[config.mk]
export PLATFORM = sky130hd
export DESIGN_NAME = awu_mul
export DESIGN_NICKNAME = d
export VERILOG_FILES = /design/src/rtl/adam_weight_update_unit_assert.svh /design/src/rtl/awu_pkg.sv /design/src/rtl/awu_mul.sv
export SDC_FILE = /design/constraint.sdc
export NUM_CORES = 1
export LEC_CHECK = 0
export ABC_AREA = 1
export BUFFER_PORTS_ARGS = -buffer_cell sky130_fd_sc_hd__buf_2
export CAP_MARGIN = 20
export CORE_ASPECT_RATIO = 1.2
export CORE_MARGIN = 5
export CORE_UTILIZATION = 45
export DETAILED_ROUTE_END_ITERATION = 8
export PLACE_DENSITY = 0.65
export SLEW_MARGIN = 20
export SYNTH_ARGS = -nofsm -noshare
export SYNTH_HDL_FRONTEND = slang
export SYNTH_SLANG_ARGS = --single-unit
[constraint.sdc]
create_clock -name clk -period 5 [get_ports clk]
set_input_delay 1.25 -clock clk [delete_from_list [all_inputs] [get_ports clk]]
set_output_delay 1.25 -clock clk [all_outputs]
set_load 0.1 [all_outputs]
[src/rtl/adam_weight_update_unit_assert.svh]
// ----------------------------------------------------------------------------
// adam weight update assertion macros
// shared property forms for the weight update engine checks
// ----------------------------------------------------------------------------
`ifndef ADAM_WEIGHT_UPDATE_UNIT_ASSERT_SVH
`define ADAM_WEIGHT_UPDATE_UNIT_ASSERT_SVH

// same-cycle implication
`define AWU_ASSERT_IMP(lbl, clk, rst, ante, cons, msg) \
  lbl: assert property (@(posedge clk) disable iff (rst) (ante) |-> (cons)) \
    else $error(msg);

// next-cycle implication
`define AWU_ASSERT_NEXT(lbl, clk, rst, ante, cons, msg) \
  lbl: assert property (@(posedge clk) disable iff (rst) (ante) |=> (cons)) \
    else $error(msg);

`endif

[src/rtl/awu_pkg.sv]
// ----------------------------------------------------------------------------
// awu_pkg
// types, constants and codes shared by the weight update engine
// ----------------------------------------------------------------------------
`default_nettype none

package awu_pkg;

  localparam int NUM_WEIGHTS = 4096;
  localparam int ADDR_W      = $clog2(NUM_WEIGHTS);

  // serial multiplier
  localparam int ACC_W     = 67;
  localparam int MCAND_W   = 34;
  localparam int MULT_W    = 32;
  localparam int MUL_CNT_W = $clog2(MULT_W);
  localparam logic [MUL_CNT_W-1:0] MUL_LAST = MUL_CNT_W'(MULT_W - 1);

  // serial divider / square root
  localparam int NUM_W    = 64;
  localparam int DEN_W    = 37;
  localparam int ROOT_W   = 28;
  localparam int DS_CNT_W = $clog2(NUM_W);
  localparam logic [DS_CNT_W-1:0] DIV_LAST  = DS_CNT_W'(NUM_W - 1);
  localparam logic [DS_CNT_W-1:0] SQRT_LAST = DS_CNT_W'(ROOT_W - 1);

  localparam logic [24:0] ONE_Q24 = 25'h100_0000;

  // commands
  localparam logic [1:0] CMD_LOAD    = 2'd0;
  localparam logic [1:0] CMD_UPDATE  = 2'd1;
  localparam logic [1:0] CMD_ADVANCE = 2'd2;

  // register indexes
  localparam logic [2:0] REG_LEARNING_RATE = 3'd0;
  localparam logic [2:0] REG_BETA_ONE      = 3'd1;
  localparam logic [2:0] REG_BETA_TWO      = 3'd2;
  localparam logic [2:0] REG_EPSILON       = 3'd3;
  localparam logic [2:0] REG_USE_ADAM      = 3'd4;

  // register reset values
  localparam logic [23:0] LEARNING_RATE_RST = 24'd1677722;
  localparam logic [23:0] BETA_ONE_RST      = 24'd15099494;
  localparam logic [23:0] BETA_TWO_RST      = 24'd16760439;
  localparam logic [31:0] EPSILON_RST       = 32'd43;

  typedef enum logic [4:0] {
    ST_IDLE,
    ST_READ,
    ST_DISPATCH,
    ST_GRAD,
    ST_PLAIN,
    ST_BIAS,
    ST_M1,
    ST_M2,
    ST_G2,
    ST_V1,
    ST_V2,
    ST_MHAT,
    ST_VHAT,
    ST_SQRT,
    ST_NUM,
    ST_DELTA,
    ST_WADD,
    ST_ADV1,
    ST_ADV2,
    ST_FINISH
  } state_t;

  typedef struct packed {
    logic               start;
    logic               clear;
    logic               msb_neg;
    logic [MCAND_W-1:0] mcand;
    logic [MULT_W-1:0]  mult;
  } mul_req_t;

  typedef struct packed {
    logic             busy;
    logic             done;
    logic [ACC_W-1:0] acc;
  } mul_rsp_t;

  typedef struct packed {
    logic             start;
    logic             is_sqrt;
    logic [NUM_W-1:0] num;
    logic [DEN_W-1:0] den;
  } ds_req_t;

  typedef struct packed {
    logic             busy;
    logic             done;
    logic [NUM_W-1:0] quo;
  } ds_rsp_t;

endpackage

`default_nettype wire

[src/rtl/awu_mul.sv]
// ----------------------------------------------------------------------------
// awu_mul
// bit-serial shift-add multiply accumulate, one multiplier bit per cycle
// ----------------------------------------------------------------------------
`default_nettype none

module awu_mul (
  input  logic               clk,
  input  logic               rst,
  input  awu_pkg::mul_req_t  req,
  output awu_pkg::mul_rsp_t  rsp
);

  logic signed [awu_pkg::ACC_W-1:0] acc;
  logic signed [awu_pkg::ACC_W-1:0] mc;
  logic signed [awu_pkg::ACC_W-1:0] term;
  logic [awu_pkg::MULT_W-1:0]       mult;
  logic [awu_pkg::MUL_CNT_W-1:0]    cnt;
  logic                             msb_neg;
  logic                             busy;
  logic                             done;

  // top multiplier bit has negative weight for a signed multiplier
  always_comb begin
    term = '0;
    if (mult[0]) begin
      term = (msb_neg && cnt == awu_pkg::MUL_LAST) ? -mc : mc;
    end
  end

  always_ff @(posedge clk) begin
    if (rst) begin
      busy <= 1'b0;
      done <= 1'b0;
      cnt  <= '0;
    end else begin
      done <= 1'b0;
      if (req.start) begin
        busy <= 1'b1;
        cnt  <= '0;
      end else if (busy) begin
        cnt <= cnt + 1'b1;
        if (cnt == awu_pkg::MUL_LAST) begin
          busy <= 1'b0;
          done <= 1'b1;
        end
      end
    end
  end

  always_ff @(posedge clk) begin
    if (req.start) begin
      if (req.clear) begin
        acc <= '0;
      end
      mc <= {{(awu_pkg::ACC_W - awu_pkg::MCAND_W){req.mcand[awu_pkg::MCAND_W-1]}},
             req.mcand};
      mult    <= req.mult;
      msb_neg <= req.msb_neg;
    end else if (busy) begin
      acc  <= acc + term;
      mc   <= mc <<< 1;
      mult <= mult >> 1;
    end
  end

  assign rsp.busy = busy;
  assign rsp.done = done;
  assign rsp.acc  = acc;

endmodule

`default_nettype wire

==> results by group <==
Yosys
  • Syn_nets: 2,198
  • Post-synth EDFFs: 167
  • Cell Area, Synth: 14,100 µm²
  • Post-synth top flop: edfxtp_1
  • Yosys warning count: 0
  • Post-synthesis cell type count: 47
  • Yosys reg bits: 174
  • Asr flop ratio synth: 0
  • Top post-synthesis cells by area: edfxtp_1 (35%), nand2_1 (14%), nor2_1 (8.4%)
  • Register area share after synthesis: 0.365
  • Mapped Cells: 2,057
  • Post-synth top area cell: edfxtp_1
  • Area share of the largest cell type after synthesis: 0.355
  • Mean post-synth cell area: 6.87 µm²

Detailed routing
  • Routed Antenna Nets: 0
  • DR vias: 14,384
  • DR vias/cell: 5.54
  • Initial drt markers: 1,354
  • DR pass1 iterations: 5
  • Drt wl/cell: 20.2 µm
  • Routed wire length: 52,400 µm
  • Drt drc: 0

CTS
  • Post-CTS sizing: 0
  • Clk_lat worst skew: 0.46 ns
  • CTS tree: yes
  • Clk root buf: clkbuf_16
  • Clock Tree Buf Depth: 2
  • Num CTS Buffers: 17
  • Cts-stage hold buffer count: 0
  • Setup bufs post-CTS: 0
  • CTS clk-pin slew, worst paths: 0.08 ns
  • H-tree depth: 4
  • CTS Sinks: 174

Run
  • Max-cap violations: 0

STA
  • Max Clock Skew: 0.0183 ns
  • Worst Max-Slew Pin Slew: 1.07 ns
  • Endpoints failing hold: 0
  • # setup viols final: 0
  • Slew Viols, Final: 0
  • Part of the cycle the worst path needs: 0.849
  • Tmin final: 4.25 ns
  • Max-slew headroom: 0.284
  • Fin Setup TNS: 0 ns
  • Fmax: 0.235 GHz
  • RSZ-0062 raised after global routing: false

Setup path
  • Crit Path Category: reg -> reg
  • Crit. End Element: flip-flop
  • Setup slack, reg-to-reg: 0.75 ns
  • Worst path arrival time: 4.47 ns
  • Critical Path Start Type: flip-flop
  • CP required: 5.22 ns
  • Reg-to-reg startpoint: cnt[0]
  • R2R Path End: acc[55]
  • R2R cell count: 21
  • Crit-path max FO: 17

Power
  • Pwr dens: 352 nW/µm²
  • Sw power: 2.51 mW
  • Power, Total: 5.60 mW
  • Clock share of power: 0.273
  • Comb pwr share: 0.374
  • Switching part of the total power: 0.449
  • Leakage: 6.98 nW
  • VDD IR-drop max: 0.235 mV
  • Int Pwr: 3.09 mW
  • Reg power frac: 0.353

Place
  • Dpl cell area: 15,200 µm²
  • # port buffers: 139
  • RePlAce Congestion: 0.969
  • Hpwl dp: 42,600 µm

Finish
  • Most common cell after layout, fill and taps aside: nand2_1
  • Nets@finish: 2,324
  • Synthesis-to-finish area growth: 12.6%
  • Share of cells above drive strength 1: 0.117
  • Most frequent cells in the layout: nand2_1 (509), nor2_1 (314), inv_1 (260)
  • ANT cells: 0
  • Fillers: 3,217
  • Final instance area: 15,900 µm²

Global routing
  • First-pass GRT wire length: 79,300 µm
  • Aggregate global-route resource usage: 0.299
  • Pin count of the biggest net entering global routing: 84
  • Initial antenna violation count: 4
  • Total gr overflow: 0
  • Number of global-route vias before repair: 13,980

Floorplan
  • Die Width: 172 µm
  • Core area: 31,200 µm²
  • Starting density of the core: 0.453
  • DIE AREA: 35,100 µm²
  • Num ports: 140
  • Core Rows: 71
  • Chip height: 204 µm

Min path
  • Hold Path Cell Cnt: 2
  • Hold wc startpoint: cnt[3]
  • Tightest Hold Check Type: reg -> reg
  • Min-Delay Endpoint: cnt[3]

Status
  • Status: complete, no violations
Yosys cell counts (2+ instances only):
master    instances
a211oi_1          4
a21boi_0          4
a21oi_1         210
a21oi_2           2
a31oi_1           2
and2_1            7
buf_1             5
buf_2             7
buf_4             4
clkbuf_1         29
clkinv_1          2
dfxtp_1           7
edfxtp_1        167
ha_1             69
inv_1           261
inv_2             3
nand2_1         509
nand2_2          14
nand2_4           3
nand3_1          60
nand3_2           6
nand3b_1          5
nand4_1          28
nand4_2           2
nor2_1          315
nor2_2           23
nor2_4            6
nor3_1           32
nor3_2            2
nor3b_1           2
nor4_1            6
o211ai_2          2
o21a_1           11
o21ai_0         203
o21ai_1          10
o21ai_2           5
o21bai_1         11
xor2_1           10
registers in the layout (all words and copies together) (netlist names):
name     count
cnt          5
done         1
mult        32
busy         1
msb_neg      1
acc         67
mc          67
layout make-up:
type                    count  area [µm²]  share of cell area
clock buffers              17         425              0.0267
clock inverters            15         241              0.0152
inverters                 266        1000              0.0628
multi-input cells        1572        7790               0.490
flip-flops and latches    174        5150               0.324
well taps                 401         502              0.0315
repair buffers            152         796              0.0500
critical path, cell delays in order (launching register included):
cell and delay [ns]:
dfxtp_1 0.36, ha_1 0.17, and3_1 0.16, ha_1 0.19
nand2_1 0.23, inv_1 0.14, buf_4 0.26, o21ai_2 0.16
nand2_1 0.11, o21ai_0 0.07, a21oi_1 0.42, ha_1 0.26
nand2_1 0.11, nor2_1 0.15, inv_1 0.09, nor2_2 0.12
inv_1 0.11, nor3_1 0.46, and2_1 0.23, a21oi_1 0.07
nor2_1 0.10, nor2_1 0.05
worst max path at each step:
stage                     startpoint       to  slack, ns  cells past startpoint
final                         cnt[0]  acc[55]       0.75                     21
after global routing          cnt[1]  acc[66]       0.40                     22
after CTS                     cnt[1]  acc[54]       0.75                     21
after detailed placement      cnt[1]  acc[54]       0.76                     21
after global placement        cnt[0]  acc[54]       0.77                     21
after floorplan              req[68]    mc[0]       0.82                      4
stage by stage:
stage          hold WS, ns  utilization  instances  worst slack, ns
4_1_cts              0.468        0.510       2597            0.747
2_1_floorplan        0.434            -       2057            0.823
6_report             0.472        0.510       2597            0.753
5_1_grt              0.503        0.510       2597            0.401
3_3_place_gp         0.449        0.489       2565            0.774
3_5_place_dp         0.456        0.489       2565            0.756
power by group through the flow:
stage               clock, mW  combinational (mW)  sequential [mW]
floorplan                   0               0.976             2.53
global placement            0                2.07             2.01
detailed placement          0                2.08             2.01
CTS                      1.54                2.09             1.98
global route             1.60                2.27             1.99
finish                   1.53                2.09             1.98
cell families after synthesis:
kind of cell             share of synthesized area
AO/OA/AOI/OAI                                0.174
XOR/XNOR                                   0.00620
adder cells (fa/ha/maj)                     0.0625
buffers and inverters                       0.0843
flip-flops                                   0.365
AND/OR/NAND/NOR                              0.308
layer usage:
layer  track usage  routed length, µm  share of wire  vias to the layer above
met2         0.533              26200           0.50                      554
met5             0                 55         0.0011                        -
met3        0.0455               3160          0.060                      108
li1              -                  -              -                     7104
met1         0.359              20700           0.40                     6610
met4         0.118               2220          0.042                        8
Note: power is estimated with default switching activity, not from simulation.
