`src/rtl/adam_weight_update_unit_assert.svh`:
```
// ----------------------------------------------------------------------------
// adam weight update assertion macros
// shared property forms for the weight update engine checks
// ----------------------------------------------------------------------------
`ifndef ADAM_WEIGHT_UPDATE_UNIT_ASSERT_SVH
`define ADAM_WEIGHT_UPDATE_UNIT_ASSERT_SVH

// same-cycle implication
`define AWU_ASSERT_IMP(lbl, clk, rst, ante, cons, msg) \
  lbl: assert property (@(posedge clk) disable iff (rst) (ante) |-> (cons)) \
    else $error(msg);

// next-cycle implication
`define AWU_ASSERT_NEXT(lbl, clk, rst, ante, cons, msg) \
  lbl: assert property (@(posedge clk) disable iff (rst) (ante) |=> (cons)) \
    else $error(msg);

`endif

```
`src/rtl/awu_pkg.sv`:
```
// ----------------------------------------------------------------------------
// awu_pkg
// types, constants and codes shared by the weight update engine
// ----------------------------------------------------------------------------
`default_nettype none

package awu_pkg;

  localparam int NUM_WEIGHTS = 4096;
  localparam int ADDR_W      = $clog2(NUM_WEIGHTS);

  // serial multiplier
  localparam int ACC_W     = 67;
  localparam int MCAND_W   = 34;
  localparam int MULT_W    = 32;
  localparam int MUL_CNT_W = $clog2(MULT_W);
  localparam logic [MUL_CNT_W-1:0] MUL_LAST = MUL_CNT_W'(MULT_W - 1);

  // serial divider / square root
  localparam int NUM_W    = 64;
  localparam int DEN_W    = 37;
  localparam int ROOT_W   = 28;
  localparam int DS_CNT_W = $clog2(NUM_W);
  localparam logic [DS_CNT_W-1:0] DIV_LAST  = DS_CNT_W'(NUM_W - 1);
  localparam logic [DS_CNT_W-1:0] SQRT_LAST = DS_CNT_W'(ROOT_W - 1);

  localparam logic [24:0] ONE_Q24 = 25'h100_0000;

  // commands
  localparam logic [1:0] CMD_LOAD    = 2'd0;
  localparam logic [1:0] CMD_UPDATE  = 2'd1;
  localparam logic [1:0] CMD_ADVANCE = 2'd2;

  // register indexes
  localparam logic [2:0] REG_LEARNING_RATE = 3'd0;
  localparam logic [2:0] REG_BETA_ONE      = 3'd1;
  localparam logic [2:0] REG_BETA_TWO      = 3'd2;
  localparam logic [2:0] REG_EPSILON       = 3'd3;
  localparam logic [2:0] REG_USE_ADAM      = 3'd4;

  // register reset values
  localparam logic [23:0] LEARNING_RATE_RST = 24'd1677722;
  localparam logic [23:0] BETA_ONE_RST      = 24'd15099494;
  localparam logic [23:0] BETA_TWO_RST      = 24'd16760439;
  localparam logic [31:0] EPSILON_RST       = 32'd43;

  typedef enum logic [4:0] {
    ST_IDLE,
    ST_READ,
    ST_DISPATCH,
    ST_GRAD,
    ST_PLAIN,
    ST_BIAS,
    ST_M1,
    ST_M2,
    ST_G2,
    ST_V1,
    ST_V2,
    ST_MHAT,
    ST_VHAT,
    ST_SQRT,
    ST_NUM,
    ST_DELTA,
    ST_WADD,
    ST_ADV1,
    ST_ADV2,
    ST_FINISH
  } state_t;

  typedef struct packed {
    logic               start;
    logic               clear;
    logic               msb_neg;
    logic [MCAND_W-1:0] mcand;
    logic [MULT_W-1:0]  mult;
  } mul_req_t;

  typedef struct packed {
    logic             busy;
    logic             done;
    logic [ACC_W-1:0] acc;
  } mul_rsp_t;

  typedef struct packed {
    logic             start;
    logic             is_sqrt;
    logic [NUM_W-1:0] num;
    logic [DEN_W-1:0] den;
  } ds_req_t;

  typedef struct packed {
    logic             busy;
    logic             done;
    logic [NUM_W-1:0] quo;
  } ds_rsp_t;

endpackage

`default_nettype wire

```
`src/rtl/awu_divsqrt.sv`:
```
// ----------------------------------------------------------------------------
// awu_divsqrt
// restoring divider (one quotient bit a cycle) and square root
// (two radicand bits a cycle) sharing one subtract and compare
// ----------------------------------------------------------------------------
`default_nettype none

module awu_divsqrt (
  input  logic              clk,
  input  logic              rst,
  input  awu_pkg::ds_req_t  req,
  output awu_pkg::ds_rsp_t  rsp
);

  logic [awu_pkg::NUM_W-1:0]    num_sh;
  logic [awu_pkg::NUM_W-1:0]    quo;
  logic [awu_pkg::DEN_W-1:0]    den;
  logic [awu_pkg::DEN_W:0]      rem;
  logic [awu_pkg::DEN_W:0]      rem_sh;
  logic [awu_pkg::DEN_W:0]      sub_op;
  logic [awu_pkg::DEN_W+1:0]    diff;
  logic [awu_pkg::DS_CNT_W-1:0] cnt;
  logic [awu_pkg::DS_CNT_W-1:0] last;
  logic                         is_sqrt;
  logic                         busy;
  logic                         done;
  logic                         ge;

  always_comb begin
    if (is_sqrt) begin
      rem_sh = {rem[awu_pkg::DEN_W-2:0], num_sh[awu_pkg::NUM_W-1 -: 2]};
      sub_op = {quo[awu_pkg::DEN_W-2:0], 2'b01};
      last   = awu_pkg::SQRT_LAST;
    end else begin
      rem_sh = {rem[awu_pkg::DEN_W-1:0], num_sh[awu_pkg::NUM_W-1]};
      sub_op = {1'b0, den};
      last   = awu_pkg::DIV_LAST;
    end
    diff = {1'b0, rem_sh} - {1'b0, sub_op};
    ge   = ~diff[awu_pkg::DEN_W+1];
  end

  always_ff @(posedge clk) begin
    if (rst) begin
      busy <= 1'b0;
      done <= 1'b0;
      cnt  <= '0;
    end else begin
      done <= 1'b0;
      if (req.start) begin
        busy <= 1'b1;
        cnt  <= '0;
      end else if (busy) begin
        cnt <= cnt + 1'b1;
        if (cnt == last) begin
          busy <= 1'b0;
          done <= 1'b1;
        end
      end
    end
  end

  always_ff @(posedge clk) begin
    if (req.start) begin
      num_sh  <= req.num;
      den     <= req.den;
      is_sqrt <= req.is_sqrt;
      rem     <= '0;
      quo     <= '0;
    end else if (busy) begin
      num_sh <= is_sqrt ? (num_sh << 2) : (num_sh << 1);
      rem    <= ge ? diff[awu_pkg::DEN_W:0] : rem_sh;
      quo    <= {quo[awu_pkg::NUM_W-2:0], ge};
    end
  end

  assign rsp.busy = busy;
  assign rsp.done = done;
  assign rsp.quo  = quo;

endmodule

`default_nettype wire

```
`config.mk`:
```
export PLATFORM = sky130hd
export DESIGN_NAME = awu_divsqrt
export DESIGN_NICKNAME = d
export VERILOG_FILES = /design/src/rtl/adam_weight_update_unit_assert.svh /design/src/rtl/awu_pkg.sv /design/src/rtl/awu_divsqrt.sv
export SDC_FILE = /design/constraint.sdc
export NUM_CORES = 1
export LEC_CHECK = 0
export ABC_AREA = 1
export BUFFER_PORTS_ARGS = -buffer_cell sky130_fd_sc_hd__buf_4
export CORE_MARGIN = 5
export CORE_UTILIZATION = 53
export DETAILED_ROUTE_END_ITERATION = 6
export GPL_TIMING_DRIVEN = 0
export PLACE_DENSITY = 0.86
export SETUP_SLACK_MARGIN = 0.02
export SYNTH_ARGS = -nofsm -noshare
export SYNTH_HDL_FRONTEND = slang
export SYNTH_SLANG_ARGS = --single-unit
```
`constraint.sdc`:
```
create_clock -name clk -period 3.55 [get_ports clk]
set_input_delay 0.5325 -clock clk [delete_from_list [all_inputs] [get_ports clk]]
set_output_delay 0.5325 -clock clk [all_outputs]
set_load 0.02 [all_outputs]
```
==> impl_results.md, run 1 <==
- Largest net degree at the start of global routing: 65
- Number of global-route vias before repair: 11428
- P_leak: 6.76 nW
- DRT Wirelength: 37.6 mm
- CP Launch Type: flip-flop
- Slew HR: 0.504
- Storage cell area: 0.00525 sq mm
- Cell taking the most area after synthesis: edfxtp_1
- Worst min path class: in2reg
- Clock-pin slew on the worst setup and hold paths: 0.06 ns
- Placed cell area: 0.0138 sq mm
- Global route total overflow: 0
- H-tree Lvls: 1
- Max-slew violation count: 0
- Final Hold Vio Count: 0
- Crit-path max FO: 10
- Routability cong.: 0.976
- Fin crit period: 3.44 ns
- CTS tree: yes
- Multi-input gate area: 0.00567 sq mm
- Synth cell types: 44
- Mapped Nets: 1817
- Tightest Pin Transition: 0.744 ns
- Worst Path Arrival: 3.83 ns
- Critical path class: reg2reg
- Critical Path Sink Type: flip-flop
- Yosys warning total: 0
- 1st-iter DRT viols: 1283
- Filler instances: 1786
- Clk buf depth: 3
- # port buffers: 170
- Outcome: finished, final reports clean
- Post-DP HPWL: 27.8 mm
- Setup ws final: 0.109 ns
- DRT Pass-1 Iters: 6
- Largest vdd supply drop: 445 uV
- Crit-path max cell delay: 0.39 ns
- Chip Width: 161 um
- ANT cells: 0
- Core area: 0.0226 sq mm
- Post-route insts no fill: 2191
- Tcrit/Tclk final: 0.969
- Clock sink total: 211
- Die area: 0.0260 sq mm
- Sequential area share after synthesis: 0.433
- Required @ worst endpoint: 3.94 ns
- Final setup viols: 0
- FP Rows: 55
- Top area cells in the synthesized netlist: edfxtp_1 (25%), dfxtp_1 (18%), nand2_1 (14%), inv_1 (7.2%), a21oi_1 (6.6%)
- Post-synthesis area per instance: 7.25 sq um
- Share of the synthesized area in the top cell type: 0.253
- Max_cap viols: 0
- Antenna-violating nets left: 0
- Vias/cell: 5.62
- # DRC: 0
- Dpl ws: -0.776 ns
- Fmax: 0.291 GHz
- Later-pin clock latency in the skew report: 0.52 ns
- I/O pin count: 171
- Die span in y: 161 um
- Cell mode on critical path: buf_4
- Via Count: 12318
- Async SR Flop Fraction: 0
- Layout cells sized above 1: 0.152
- Fin area: 0.0148 sq mm
- Power density over the cells: 420 mW/mm^2
- Area Overhead vs Synth: 22.4%
- CP Cell Sequence: buf_4 > buf_4 > clkbuf_8 > buf_2 > nand2_1 > o21ai_1 > ha_1 > buf_4 > nand2_1 > nor2_1 > nand2_1 > inv_1 > a21oi_4 > buf_12 > buf_6 > buf_4 > nand4_1 > o21ai_0 > nor2_1 > nor2_1
- TritonCTS buffer count: 23
- Synth Flop Type: dfxtp_1
- TNS Setup: 0 ns
- FF+latch count, synth: 211
- Synth Instances: 1672
- Tot GR Track Use: 0.275
- WL per Instance: 17.2 um
- First-pass GRT wire length: 58.7 mm
- Starting Density: 0.537
- Worst path slowest cell: ha_1
- Initial antenna violation count: 0
- Mapped cell area: 0.0121 sq mm
- Worst Clk Skew: 0.0117 ns
- Top cells by count, synth: nand2_1 (440), inv_1 (233), nor2_1 (160)
- # hold bufs at CTS: 0
- Most common cell in the synthesized netlist: nand2_1
- Number of flops mapped to enable cells by yosys: 102
- Nets: 2034
- Placed cells: 2128
- CTS root buffer: clkbuf_16
[path summary, 6_finish.rpt]
path              startpoint  endpoint  slack, ns  depth (start not counted)
setup / recovery     is_sqrt   rem[28]       0.11                         20
hold / removal       req[28]   den[28]       0.18                          1
setup reg to reg     is_sqrt   rem[28]       0.11                         20
hold reg to reg       rem[0]    rem[0]       0.49                          2
[worst max-delay path, delay by kind of cell (launching register included)]
family,cells,cell delay [ns]
buf+inv,9,1.45
flops,1,0.37
fa+ha+maj,1,0.39
simple gates,7,0.79
compound gates,3,0.32
[layout make-up]
type,count,area share
sequential,211,0.354
tap,285,0.0240
clock inverter,7,0.00650
multi-input combinational,1144,0.382
buffer,81,0.0267
inverter,236,0.0597
timing repair buffer,192,0.0996
clock buffer,35,0.0474
[where the power goes]
group          total [mW]  leakage, nW  switching, mW  internal, mW
Combinational       0.939         4.49          0.609         0.330
Clock                2.53        0.383           1.01          1.52
Sequential           2.76         1.89         0.0589          2.70
Total                6.23         6.76           1.68          4.55
[registers in the layout, summed over array words and instances, names as in the netlist]
register  cells
quo          64
done          1
is_sqrt       1
den          37
num_sh       64
rem          37
cnt           6
busy          1
[cells in the final DEF, fill, tap and decap left out, types with 3 or more instances in the layout]
cell,n
buf_1,18
clkbuf_2,5
a21oi_1,158
nand4_1,37
nor2_2,12
o21bai_1,6
clkbuf_8,5
o21ai_0,87
nand3b_1,7
clkbuf_1,43
xnor2_1,6
o22ai_1,62
buf_4,197
nor2_1,159
nor3_1,11
buf_2,5
inv_1,233
nand2_2,5
xor2_1,15
edfxtp_1,102
clkbuf_4,6
clkbuf_16,25
o21ai_1,12
dfxtp_1,109
or2_2,3
ha_1,37
nand2_1,438
nand3_1,62
[stage by stage]
| step | utilization | hold WS, ns | power [mW] |
|---|---|---|---|
| after floorplan | - | 0.461 | 3.35 |
| after global placement | 0.609 | 0.475 | 3.65 |
| after detailed placement | 0.610 | 0.478 | 3.67 |
| after CTS | 0.648 | 0.169 | 6.18 |
| after global routing | 0.657 | 0.167 | 6.45 |
| final | 0.657 | 0.181 | 6.23 |
[what timing repair did]
action,4_1_cts,5_1_grt
gates cloned,0,0
pin swaps,0,18
endpoints found under the setup margin,38,38
hold endpoints to repair,0,0
setup buffers,3,18
gates resized for setup,11,45
[layer usage]
metal  wire length [um]  track usage
met1              15500        0.382
met2              17000        0.434
met3               3930       0.0577
met4               1250       0.0900
met5                  0            0
[cell families (layout without fill, tap and decap cells)]
group / Yosys count / after routing / synth area share
DFF: 211 / 211 / 0.433
buffers and inverters: 317 / 551 / 0.101
muxes: 1 / 1 / 0.000826
xor gates and xnor gates: 21 / 21 / 0.0152
AOI/OAI and AO/OA: 335 / 335 / 0.149
adders and majority gates: 40 / 40 / 0.0419
and+or+nand+nor: 747 / 747 / 0.259
Power figures use the tool's default switching activity.
==> run 2: changes to the inputs <==
- ABC_AREA: 1 -> default
- CORE_UTILIZATION: 53 -> 52
- PLACE_DENSITY: 0.86 -> 0.85
==> impl_results.md, run 2 <==
- Post-route insts no fill: 1650 (-25%)
- CP Launch Type: flip-flop
- Commonest non-fill, non-tap cell in the layout: buf_4
- Crit-path max FO: 7 (-3)
- Hold_ws: 0.152 ns (-0.0288 ns)
- Max_cap viols: 0 (unchanged)
- R2r worst-path depth: 17 (-15%)
- Setup crit start: is_sqrt
- Worst min path class: in2reg
- 1st-iter DRT viols: 674 (-47%)
- Yosys warning total: 0 (unchanged)
- Core area: 0.0217 sq mm (-3.9%)
- Vias/cell: 5.79 (+3.1%)
- Tightest Pin Transition: 1.07 ns (+0.330 ns)
- Placed cells: 1576 (-26%)
- Slew HR: 0.284 (-0.220)
- Largest vdd supply drop: 323 uV (-27%)
- Final Hold Vio Count: 0 (unchanged)
- Clock-pin slew on the worst setup and hold paths: 0.06 ns (about the same)
- Synth cell types: 64 (+45%)
- Setup ws final: -0.352 ns (-0.461 ns)
- Mapped cell area: 0.0114 sq mm (-6.1%)
- Via Count: 9560 (-22%)
- Die span in y: 158 um (-2.1%)
- ANT cells: 0 (unchanged)
- # DRC: 0 (unchanged)
- Hold worst-path end: busy
- Worst Path Arrival: 4.30 ns (+0.47 ns)
- Violated checks: setup timing
- Reg2Reg Capture Point: rem[14]
- Most common cell in the synthesized netlist: mux2i_1
- Required @ worst endpoint: 3.95 ns (about the same)
- Top area cells in the synthesized netlist: edfxtp_1 (27%), dfxtp_1 (19%), mux2i_1 (16%), nor2_1 (4.5%), ha_1 (4.3%)
- Top Registers: num_sh: 64 flops, quo: 64 flops
- Top cells by count, synth: mux2i_1 (178), nor2_1 (137), nand2_1 (110)
- First-pass GRT wire length: 48.7 mm (-17%)
- Fin crit period: 3.90 ns (+0.461 ns)
- # port buffers: 170 (unchanged)
- FP Rows: 54 (-1.8%)
- Global route total overflow: 0 (unchanged)
- Chip Width: 158 um (-2.1%)
- Cell taking the most area after synthesis: edfxtp_1
- FF+latch count, synth: 211 (unchanged)
- Mapped Nets: 1270 (-30%)
- Power density over the cells: 626 mW/mm^2 (+49%)
- Later-pin clock latency in the skew report: 0.54 ns (+0.02 ns)
- Area Overhead vs Synth: 29.6%
- Sequential area share after synthesis: 0.461 (+0.0283)
- Placed cell area: 0.0131 sq mm (-4.6%)
- Tot GR Track Use: 0.240 (-0.0357)
- Share of the synthesized area in the top cell type: 0.269 (+0.0165)
- Clk buf depth: 3 (unchanged)
- DRT Pass-1 Iters: 5 (-1)
- TritonCTS buffer count: 25 (+8.7%)
- Synth Flop Type: dfxtp_1
- Hold Crit Start: rst
- Initial antenna violation count: 0 (unchanged)
- I/O pin count: 171 (unchanged)
- Starting Density: 0.524 (-0.0124)
- Final setup viols: 38 (+38)
- Finished Core Util: 0.680 (+0.0227)
- Max-slew violation count: 0 (unchanged)
- Hold Path Cell Cnt: 2 (+1)
- Dpl ws: -0.903 ns (-0.127 ns)
- Clock sink total: 211 (unchanged)
- Number of global-route vias before repair: 9644 (-16%)
- Post-synthesis area per instance: 10.1 sq um (+40%)
- P_leak: 6.24 nW (-7.6%)
- RSZ-0062 raised after global routing: true
- Most frequent cells in the layout: buf_4 (193), mux2i_1 (174), nor2_1 (133)
- Number of flops mapped to enable cells by yosys: 102 (unchanged)
- Fmax: 0.256 GHz (-12%)
- Layout cells sized above 1: 0.264 (+0.111)
- Post-DP HPWL: 21.4 mm (-23%)
- Total design power: 9.22 mW (+48%)
- Critical Path Sink Type: flip-flop
- Worst Clk Skew: 0.0221 ns (+0.0104 ns)
- Critical path class: reg2reg
- TNS Setup: -9.94 ns (-9.94 ns)
- R2r setup slk: -0.35 ns (-0.46 ns)
- H-tree Lvls: 1 (unchanged)
- Outcome: finished, violations left
- Largest net degree at the start of global routing: 44 (-32%)
- # hold bufs at CTS: 0 (unchanged)
- Filler instances: 1584 (-11%)
- DRT Wirelength: 30.9 mm (-18%)
- Async SR Flop Fraction: 0 (unchanged)
- Synth Instances: 1125 (-33%)
- CTS root buffer: clkbuf_16
- Fin area: 0.0147 sq mm (-0.60%)
- Routability cong.: 0.883 (-9.5%)
- Antenna-violating nets left: 0 (unchanged)
- Die area: 0.0249 sq mm (-4.1%)
- Critical R2R Launch: is_sqrt
- WL per Instance: 18.7 um (+9.1%)
- Tcrit/Tclk final: 1.10 (+0.130)
- CTS tree: yes
- Nets: 1496 (-26%)
[run 2: final cells by class]
| class | instances | area (sq um) | area share |
|---|---|---|---|
| clock buffers | 34 | 689 | 0.0468 |
| flip-flops and latches | 211 | 5250 | 0.356 |
| clock inverters | 12 | 145 | 0.00984 |
| well taps | 280 | 350 | 0.0238 |
| multi-input cells | 825 | 6170 | 0.419 |
| plain buffers | 73 | 447 | 0.0303 |
| inverters | 14 | 52.6 | 0.00356 |
| repair buffers | 201 | 1640 | 0.111 |
[run 2: metal layers]
layer | GRT usage | wire length (um)
met5 | 0 | 0
met4 | 0.0729 | 987
met3 | 0.0536 | 2370
met2 | 0.398 | 14700
met1 | 0.314 | 12900
[run 2: worst max path at each step]
| stage | to | slack [ns] | cells after the start |
|---|---|---|---|
| after floorplan | rem[0] | -0.19 | 17 |
| after global placement | rem[0] | -0.86 | 16 |
| after detailed placement | rem[1] | -0.90 | 16 |
| after CTS | rem[21] | -0.31 | 17 |
| after global routing | rem[23] | -0.46 | 17 |
| final | rem[14] | -0.35 | 17 |
[run 2: logic make-up after synthesis]
family / synth area share
multiplexers: 0.191
AND/OR/NAND/NOR: 0.108
XOR/XNOR: 0.0285
flip-flops: 0.461
adder cells (fa/ha/maj): 0.0447
buffers and inverters: 0.0330
AO/OA/AOI/OAI: 0.134
[run 2: timing repair]
action	4_1_cts	5_1_grt
pin swaps	15	16
setup endpoints to repair	38	38
buffers inserted	18	10
hold endpoints to repair	0	0
gates cloned	4	1
resized for setup	53	47
[run 2: report_power, final]
part / leakage (nW) / switching (mW) / total, mW / internal, mW
logic: 3.92 / 1.98 / 3.71 / 1.73
clock network: 0.411 / 1.02 / 2.60 / 1.58
registers: 1.91 / 0.128 / 2.91 / 2.79
total: 6.24 / 3.13 / 9.22 / 6.10
[run 2: worst max-delay path: stages (launching register included)]
cell and delay, ns:
edfxtp_1 0.40, buf_8 0.15, buf_8 0.12, clkbuf_16 0.16
clkbuf_16 0.15, or2_4 0.23, ha_4 0.16, fa_2 0.33
and2b_1 0.23, o2111ai_2 0.14, a2111o_1 0.47, a31oi_4 0.23
a31o_4 0.20, a21o_4 0.15, buf_12 0.15, buf_12 0.14
mux2i_1 0.24, a211oi_2 0.09
